$ cat src/design/cte_pkg.sv
// Shared types, constants and the month table for the civil time to epoch seconds block.
// No dependencies; every module of the block refers to it by scoped names.
package cte_pkg;

  localparam int unsigned YOFF_W = 10;
  localparam int unsigned MON_W  = 4;
  localparam int unsigned MDAY_W = 5;
  localparam int unsigned HOUR_W = 5;
  localparam int unsigned MIN_W  = 6;
  localparam int unsigned SEC_W  = 6;
  localparam int unsigned SECS_W = 35;
  localparam int unsigned DAYS_W = 20;

  // Stream payload widths, padded to whole bytes
  localparam int unsigned IN_TDATA_W  = 40;
  localparam int unsigned OUT_TDATA_W = 40;

  localparam logic [YOFF_W-1:0] EPOCH_YOFF   = 10'd70;
  localparam logic [11:0]       CENTURY_BASE = 12'd1900;
  localparam logic [10:0]       LEAPS_1969   = 11'd477;
  localparam logic [MON_W-1:0]  LAST_MONTH   = 4'd11;
  // floor(n / 100) == (n * 5243) >> 19 for every n below 43699
  localparam logic [12:0]       RECIP_100    = 13'd5243;
  localparam int unsigned       RECIP_SHIFT  = 19;

  localparam logic [8:0]  DAYS_PER_YEAR = 9'd365;
  localparam logic [6:0]  YEARS_PER_CENTURY = 7'd100;
  localparam logic [4:0]  HOURS_PER_DAY = 5'd24;
  localparam logic [5:0]  SIXTY = 6'd60;

  // Payload between the calendar stages and the scaling stages
  typedef struct packed {
    logic              err;
    logic [DAYS_W-1:0] days;
    logic [HOUR_W-1:0] hour;
    logic [MIN_W-1:0]  minute;
    logic [SEC_W-1:0]  second;
  } days_item_t;

  function automatic logic [8:0] days_before_month(input logic leap, input logic [MON_W-1:0] mon);
    logic [8:0] d;
    unique case (mon)
      4'd0:    d = 9'd0;
      4'd1:    d = 9'd31;
      4'd2:    d = 9'd59;
      4'd3:    d = 9'd90;
      4'd4:    d = 9'd120;
      4'd5:    d = 9'd151;
      4'd6:    d = 9'd181;
      4'd7:    d = 9'd212;
      4'd8:    d = 9'd243;
      4'd9:    d = 9'd273;
      4'd10:   d = 9'd304;
      4'd11:   d = 9'd334;
      default: d = 9'd0;
    endcase
    // March onwards gains the leap day
    if (leap && (mon > 4'd1)) begin
      d = d + 9'd1;
    end
    return d;
  endfunction

endpackage

$ cat src/design/cte_calendar.sv
// Calendar stages: year and month checks, leap-day count and month table down to a day count.
// Depends on cte_pkg.
module cte_calendar (
  input  logic                        clk_i,
  input  logic                        rst_ni,
  input  logic                        in_valid_i,
  output logic                        in_ready_o,
  input  logic [cte_pkg::YOFF_W-1:0]  yoff_i,
  input  logic [cte_pkg::MON_W-1:0]   mon_i,
  input  logic [cte_pkg::MDAY_W-1:0]  mday_i,
  input  logic [cte_pkg::HOUR_W-1:0]  hour_i,
  input  logic [cte_pkg::MIN_W-1:0]   minute_i,
  input  logic [cte_pkg::SEC_W-1:0]   second_i,
  output logic                        out_valid_o,
  input  logic                        out_ready_i,
  output cte_pkg::days_item_t         out_item_o
);

  // stage 1: range check, century quotients
  logic                       v1_q;
  logic                       err1_q, err1_d;
  logic [cte_pkg::YOFF_W-1:0] yoff1_q;
  logic [cte_pkg::MON_W-1:0]  mon1_q;
  logic [cte_pkg::MDAY_W-1:0] mday1_q;
  logic [cte_pkg::HOUR_W-1:0] hour1_q;
  logic [cte_pkg::MIN_W-1:0]  min1_q;
  logic [cte_pkg::SEC_W-1:0]  sec1_q;
  logic [4:0]                 q100n1_q, q100n1_d;
  logic [4:0]                 q100y1_q, q100y1_d;
  logic [11:0]                year0, prev0;
  logic [24:0]                prod_n0, prod_y0;

  // stage 2: year days, leap days, month days
  logic                       v2_q;
  logic                       err2_q;
  logic [18:0]                ydays2_q, ydays2_d;
  logic [7:0]                 leaps2_q, leaps2_d;
  logic [9:0]                 mdays2_q, mdays2_d;
  logic [cte_pkg::HOUR_W-1:0] hour2_q;
  logic [cte_pkg::MIN_W-1:0]  min2_q;
  logic [cte_pkg::SEC_W-1:0]  sec2_q;
  logic [11:0]                year1, prev1, rem1;
  logic [10:0]                leaps_wide1;
  logic [9:0]                 yrs1;
  logic                       leap1;

  // stage 3: day total less one
  logic                       v3_q;
  cte_pkg::days_item_t        item3_q, item3_d;
  logic [cte_pkg::DAYS_W-1:0] sum2;

  logic en1, en2, en3;

  assign en3 = !v3_q || out_ready_i;
  assign en2 = !v2_q || en3;
  assign en1 = !v1_q || en2;
  assign in_ready_o = en1;

  always_comb begin
    year0    = cte_pkg::CENTURY_BASE + 12'(yoff_i);
    prev0    = year0 - 12'd1;
    prod_n0  = 25'(prev0) * 25'(cte_pkg::RECIP_100);
    prod_y0  = 25'(year0) * 25'(cte_pkg::RECIP_100);
    q100n1_d = prod_n0[cte_pkg::RECIP_SHIFT +: 5];
    q100y1_d = prod_y0[cte_pkg::RECIP_SHIFT +: 5];
    err1_d   = (yoff_i < cte_pkg::EPOCH_YOFF) || (mon_i > cte_pkg::LAST_MONTH);
  end

  always_comb begin
    year1       = cte_pkg::CENTURY_BASE + 12'(yoff1_q);
    prev1       = year1 - 12'd1;
    rem1        = year1 - 12'(q100y1_q) * 12'(cte_pkg::YEARS_PER_CENTURY);
    leap1       = (year1[1:0] == 2'd0) && ((rem1 != 12'd0) || (q100y1_q[1:0] == 2'd0));
    yrs1        = yoff1_q - cte_pkg::EPOCH_YOFF;
    ydays2_d    = 19'(yrs1) * 19'(cte_pkg::DAYS_PER_YEAR);
    leaps_wide1 = 11'(prev1[11:2]) - 11'(q100n1_q) + 11'(q100n1_q[4:2]) - cte_pkg::LEAPS_1969;
    leaps2_d    = leaps_wide1[7:0];
    mdays2_d    = 10'(cte_pkg::days_before_month(leap1, mon1_q)) + 10'(mday1_q);
  end

  always_comb begin
    sum2           = 20'(ydays2_q) + 20'(leaps2_q) + 20'(mdays2_q);
    // day zero of January 1970 falls before the epoch
    item3_d.err    = err2_q || (sum2 == '0);
    item3_d.days   = sum2 - 20'd1;
    item3_d.hour   = hour2_q;
    item3_d.minute = min2_q;
    item3_d.second = sec2_q;
  end

  always_ff @(posedge clk_i or negedge rst_ni) begin
    if (!rst_ni) begin
      v1_q <= 1'b0;
      v2_q <= 1'b0;
      v3_q <= 1'b0;
    end else begin
      if (en1) v1_q <= in_valid_i;
      if (en2) v2_q <= v1_q;
      if (en3) v3_q <= v2_q;
    end
  end

  always_ff @(posedge clk_i) begin
    if (en1) begin
      err1_q   <= err1_d;
      yoff1_q  <= yoff_i;
      mon1_q   <= mon_i;
      mday1_q  <= mday_i;
      hour1_q  <= hour_i;
      min1_q   <= minute_i;
      sec1_q   <= second_i;
      q100n1_q <= q100n1_d;
      q100y1_q <= q100y1_d;
    end
    if (en2) begin
      err2_q   <= err1_q;
      ydays2_q <= ydays2_d;
      leaps2_q <= leaps2_d;
      mdays2_q <= mdays2_d;
      hour2_q  <= hour1_q;
      min2_q   <= min1_q;
      sec2_q   <= sec1_q;
    end
    if (en3) begin
      item3_q <= item3_d;
    end
  end

  assign out_valid_o = v3_q;
  assign out_item_o  = item3_q;

endmodule

$ cat src/design/cte_scale.sv
// Scaling stages: day count to hours, minutes and seconds, one multiply-add per stage.
// Depends on cte_pkg.
module cte_scale (
  input  logic                        clk_i,
  input  logic                        rst_ni,
  input  logic                        in_valid_i,
  output logic                        in_ready_o,
  input  cte_pkg::days_item_t         in_item_i,
  output logic                        out_valid_o,
  input  logic                        out_ready_i,
  output logic [cte_pkg::SECS_W-1:0]  secs_o,
  output logic                        err_o
);

  logic                       v4_q, v5_q, v6_q;
  logic                       err4_q, err5_q, err6_q;
  logic [23:0]                hours4_q, hours4_d;
  logic [29:0]                mins5_q, mins5_d;
  logic [cte_pkg::SECS_W-1:0] secs6_q, secs6_d;
  logic [cte_pkg::MIN_W-1:0]  min4_q;
  logic [cte_pkg::SEC_W-1:0]  sec4_q, sec5_q;
  logic en4, en5, en6;

  assign en6 = !v6_q || out_ready_i;
  assign en5 = !v5_q || en6;
  assign en4 = !v4_q || en5;
  assign in_ready_o = en4;

  always_comb begin
    hours4_d = 24'(in_item_i.days) * 24'(cte_pkg::HOURS_PER_DAY) + 24'(in_item_i.hour);
    mins5_d  = 30'(hours4_q) * 30'(cte_pkg::SIXTY) + 30'(min4_q);
    // flagged items leave as zero seconds
    secs6_d  = err5_q ? '0 :
               (35'(mins5_q) * 35'(cte_pkg::SIXTY) + 35'(sec5_q));
  end

  always_ff @(posedge clk_i or negedge rst_ni) begin
    if (!rst_ni) begin
      v4_q <= 1'b0;
      v5_q <= 1'b0;
      v6_q <= 1'b0;
    end else begin
      if (en4) v4_q <= in_valid_i;
      if (en5) v5_q <= v4_q;
      if (en6) v6_q <= v5_q;
    end
  end

  always_ff @(posedge clk_i) begin
    if (en4) begin
      err4_q   <= in_item_i.err;
      hours4_q <= hours4_d;
      min4_q   <= in_item_i.minute;
      sec4_q   <= in_item_i.second;
    end
    if (en5) begin
      err5_q  <= err4_q;
      mins5_q <= mins5_d;
      sec5_q  <= sec4_q;
    end
    if (en6) begin
      err6_q  <= err5_q;
      secs6_q <= secs6_d;
    end
  end

  assign out_valid_o = v6_q;
  assign secs_o      = secs6_q;
  assign err_o       = err6_q;

endmodule

$ cat src/design/civil_time_to_epoch_seconds_top.sv
// Top level of the civil UTC time to epoch seconds converter (timegm).
// Depends on cte_pkg, cte_calendar and cte_scale.
//
// Converts one broken-down UTC date and time per transfer into seconds since
// 1970-01-01 00:00:00 UTC. The block is a six-stage pipeline. A new item may enter
// every cycle while the output is taking transfers, so sustained throughput is one
// conversion per cycle. The first three stages handle the calendar (range check,
// century quotients by reciprocal multiply, leap-day count and month table, day sum);
// the last three scale by 24, 60 and 60 with one multiply-add each. Ready is
// chained back through the stages, so while the output register waits the
// stages behind it still advance into any bubble. Years before 1970, months
// above 11 and day zero of January 1970 give range_error with zero seconds;
// day, hour, minute and second are otherwise not range checked and are added
// linearly.
module civil_time_to_epoch_seconds_top (
  input  logic                            clk_i,
  input  logic                            rst_ni,
  input  logic                            s_axis_tvalid_i,
  output logic                            s_axis_tready_o,
  // [9:0] years_since_1900, [13:10] month_index, [18:14] day_of_month,
  // [23:19] hour_of_day, [29:24] minute_of_hour, [35:30] second_of_minute,
  // [39:36] zero
  input  logic [cte_pkg::IN_TDATA_W-1:0]  s_axis_tdata_i,
  output logic                            m_axis_tvalid_o,
  input  logic                            m_axis_tready_i,
  // [34:0] epoch_seconds, [39:35] zero
  output logic [cte_pkg::OUT_TDATA_W-1:0] m_axis_tdata_o,
  // [0] range_error
  output logic                            m_axis_tuser_o
);

  logic                       cal_valid, cal_ready;
  cte_pkg::days_item_t        cal_item;
  logic [cte_pkg::SECS_W-1:0] secs;
  logic                       err;

  // Calendar half: unpack the input transfer and reduce it to a day count
  cte_calendar u_calendar (
    .clk_i       (clk_i),
    .rst_ni      (rst_ni),
    .in_valid_i  (s_axis_tvalid_i),
    .in_ready_o  (s_axis_tready_o),
    .yoff_i      (s_axis_tdata_i[9:0]),
    .mon_i       (s_axis_tdata_i[13:10]),
    .mday_i      (s_axis_tdata_i[18:14]),
    .hour_i      (s_axis_tdata_i[23:19]),
    .minute_i    (s_axis_tdata_i[29:24]),
    .second_i    (s_axis_tdata_i[35:30]),
    .out_valid_o (cal_valid),
    .out_ready_i (cal_ready),
    .out_item_o  (cal_item)
  );

  // Scaling half: the last stage doubles as the output register
  cte_scale u_scale (
    .clk_i       (clk_i),
    .rst_ni      (rst_ni),
    .in_valid_i  (cal_valid),
    .in_ready_o  (cal_ready),
    .in_item_i   (cal_item),
    .out_valid_o (m_axis_tvalid_o),
    .out_ready_i (m_axis_tready_i),
    .secs_o      (secs),
    .err_o       (err)
  );

  // Pad the seconds out to whole bytes
  assign m_axis_tdata_o = {{(cte_pkg::OUT_TDATA_W - cte_pkg::SECS_W){1'b0}}, secs};
  assign m_axis_tuser_o = err;

  // A flagged result always carries zero seconds
  assert property (@(posedge clk_i) disable iff (!rst_ni)
    m_axis_tvalid_o && m_axis_tuser_o |-> m_axis_tdata_o == '0)
    else $error("range_error result with non-zero seconds");

  // The input side only stalls when a finished result is held at the output
  assert property (@(posedge clk_i) disable iff (!rst_ni)
    !s_axis_tready_o |-> m_axis_tvalid_o && !m_axis_tready_i)
    else $error("input stalled without output back pressure");

  // An output that keeps taking transfers never stalls the input
  assert property (@(posedge clk_i) disable iff (!rst_ni)
    $past(m_axis_tready_i) && m_axis_tready_i |-> s_axis_tready_o)
    else $error("input stalled while output has been taking transfers");

endmodule
$ cat config.mk
export PLATFORM = sky130hd
export DESIGN_NAME = civil_time_to_epoch_seconds_top
export DESIGN_NICKNAME = d
export VERILOG_FILES = /design/src/design/cte_pkg.sv /design/src/design/cte_calendar.sv /design/src/design/cte_scale.sv /design/src/design/civil_time_to_epoch_seconds_top.sv
export SDC_FILE = /design/constraint.sdc
export NUM_CORES = 1
export LEC_CHECK = 0
export ABC_AREA = 1
export ABC_CLOCK_PERIOD_IN_PS = 6000
export BUFFER_PORTS_ARGS = -buffer_cell sky130_fd_sc_hd__buf_2
export CAP_MARGIN = 40
export CELL_PAD_IN_SITES_DETAIL_PLACEMENT = 0
export CELL_PAD_IN_SITES_GLOBAL_PLACEMENT = 1
export CORE_ASPECT_RATIO = 1.75
export CORE_MARGIN = 2
export CORE_UTILIZATION = 25
export DETAILED_ROUTE_END_ITERATION = 10
export GPL_ROUTABILITY_DRIVEN = 0
export PLACE_DENSITY = 0.58
export SLEW_MARGIN = 30
export SYNTH_ARGS = -nofsm -noshare
export SYNTH_HDL_FRONTEND = slang
export SYNTH_SLANG_ARGS = --single-unit
$ cat constraint.sdc
create_clock -name clk_i -period 6 [get_ports clk_i]
set_input_delay 0.6 -clock clk_i [delete_from_list [all_inputs] [get_ports clk_i]]
set_output_delay 0.6 -clock clk_i [all_outputs]
set_load 0.01 [all_outputs]
==> out/metrics.yaml <==
status: "finished, final reports clean"
required_ns: 6.35
cp_slowest_stage_delay_ns: 0.51
pre_cts_slack_ns: -0.576
grt_pass1_wl_mm: 122
io_pins: 87
drc: 0
synthCells: 3206
max_cap_violations: 0
hpwl_mm: 69.3
grt_antenna_before_repair: 4
critPathKind: "input port to register"
critPathMaxFanout: 3
grt_max_degree: 42
ys_types: 56
placement.io_buffers: 77
die-area_sq_um: 116000
firstDrtPassIters: 5
dp.cells: 4891
async_reset_ff_share_pct: 2.26
nets: 4091
cp-start-kind: "input port"
ys_ff_latch: 265
cts_tree: "built"
critPathCaptureType: "register"
final_core_util_pct: 29.1
clock_latency_ns: 0.61
final_cells: 4952
n_antenna_cell: 0
netlist_top_cells_count: "nand2_1, inv_1, ha_1, edfxtp_1, nor2_1"
worstMarginPinSlew_ns: 0.851
setup_viol_count_final: 0
synth_top_area_share_pct: 26.6
grt_overflow: 0
hold_viol: 0
cts_buffers: 30
core_sq_um: 112000
hp-class: "input port to register"
yosysTopAreaCell: "edfxtp_1"
cts-root-buf: "clkbuf_16"
fin_crit_sh_pct: 95.1
finalMaxSlewViolations: 0
skew_ns: 0.0301
fillerInstances: 12015
ys.flop_type: "edfxtp_1"
grt_use_total_pct: 13.6
synth_most_common_cell: "nand2_1"
max_clock_freq_mhz: 175
start_util_pct: 25.2
yosysWarnings: 0
via_per_inst: 4.31
worst_ep_arrival_time_ns: 6.05
slew_headroom_pct: 42.7
syn_avg_cell_area_sq_um: 8.82
cts_sinks: 265
crit_family: "adder cells"
syn-cell-area_sq_um: 28300
rsz0062_at_grt: "false"
area_growth_pct: 15.7
rows: 163
drt_iter0_drc: 657
final_layout_size_suffix_gt1_share_pct: 11.0
wl_per_cell_microns: 15.8
die_w_microns: 258
critPathSlowestCell: "fa_1"
grt_pass1_vias: 23111
cp_num_buf_inv: 7
htreeDepth: 1
final_critical_path_setup_slack_ns: 0.292
die_h_microns: 449
num_vias: 21360
path_clk_slew_ns: 0.07
clockBufferDepth: 3
final.min_clock_period_ns: 5.71
synth_area_leaders: "edfxtp_1, fa_1, ha_1"
routed_wirelength_mm: 78.4
ant_nets: 0
synth-edff-count: 250
synth_seq_area_share_pct: 27.7
-- repair_timing --
item	in CTS	in global routing
setup buffers	0	4
hold buffers	1	0
endpoints found under the hold margin	6	0
resized for setup	0	26
endpoints found under the setup margin	0	9
-- registers in the layout, summed over array words and instances, names as in the netlist, 6 cells and up, named ones only --
name / count
u_calendar.leaps2_q: 8
u_calendar.mdays2_q: 10
u_calendar.min1_q: 6
u_calendar.min2_q: 6
u_calendar.out_item_o: 38
u_calendar.sec1_q: 6
u_calendar.sec2_q: 6
u_calendar.ydays2_q: 19
u_calendar.yoff1_q: 10
u_scale.hours4_q: 24
u_scale.min4_q: 6
u_scale.mins5_q: 30
u_scale.sec4_q: 6
u_scale.sec5_q: 6
u_scale.secs_o: 35
-- worst register-to-register path, cell delays in order (launching register included) --
cell and delay, ns:
edfxtp_1 0.41, inv_1 0.10, ha_1 0.19, a21oi_1 0.26, nand3_1 0.17, nand2_1 0.09, nand2_1 0.08, xor2_2 0.26
inv_1 0.12, ha_1 0.34, inv_1 0.09, fa_1 0.55, inv_1 0.06, fa_1 0.46, fa_1 0.49, ha_1 0.30
inv_1 0.07, o21bai_1 0.17, a21oi_1 0.09, o211ai_1 0.31, a21oi_1 0.11, o21bai_1 0.21, nand2_1 0.07, nand2_1 0.06
a21oi_1 0.06, xor2_1 0.15
-- final timing paths --
kind                       cells after the start                       to                startpoint  slack (ns)
min in group asynchronous                      2          u_calendar.v2_q                    rst_ni        0.34
setup reg to reg                              25  u_calendar.ydays2_q[17]     u_calendar.yoff1_q[3]        0.45
hold reg to reg                                0        u_scale.min4_q[1]  u_calendar.out_item_o[7]        0.41
hold / removal                                 1     u_calendar.min1_q[1]        s_axis_tdata_i[25]        0.17
max in group asynchronous                      2   u_calendar.out_valid_o                    rst_ni        5.48
setup / recovery                              33   u_calendar.q100n1_q[3]         s_axis_tdata_i[3]        0.29
-- layout make-up --
class	count	area (sq um)	share of cell area, %
multi-input cells	2322	18400	56.1
flip-flops and latches	265	7840	24.0
inverters	613	2310	7.05
well taps	1485	1860	5.68
repair buffers	211	1400	4.27
clock buffers	33	783	2.39
clock inverters	23	168	0.513
-- metal layers --
metal	GRT usage (%)	share of wire, %
met5	0	0.027
met1	11.8	32
met2	29.7	61
met3	1.12	2.0
met4	6.26	5.1
-- per-stage QoR --
| stage | hold slack [ns] | TNS [ns] | cell area [sq um] |
|---|---|---|---|
| detailed placement | 0.405 | -3.14 | 31600 |
| CTS | 0.139 | 0 | 32600 |
| global placement | 0.403 | -2.73 | 31600 |
| finish | 0.174 | 0 | 32700 |
| global route | 0.137 | 0 | 32700 |
| floorplan | 0.304 | -0.475 | 28500 |
-- cell families (layout without fill, tap and decap cells) --
group                    Yosys count  in the layout  share of synthesized area, %
adder cells (fa/ha/maj)          604            604                          33.0
other                              1              5                        0.0133
AO/OA/AOI/OAI                    351            351                          6.85
buffers and inverters            623            880                          8.35
XOR/XNOR                         181            181                          5.87
flip-flops                       265            265                          27.7
AND/OR/NAND/NOR                 1181           1181                          18.2
-- placed cells by master, fill, tap and decap left out, drive strengths merged, types with 53 or more instances in the layout --
cell      n
xor2    127
buf     210
xnor2    53
inv     616
nor2    259
o21ai   124
edfxtp  250
fa      237
nand2   623
a21oi   169
ha      367
nand3   157
nand4    72
Power is left out: the tool's default activity adds up to more than one toggle a clock period on the data nets, which glitch-free logic cannot reach.
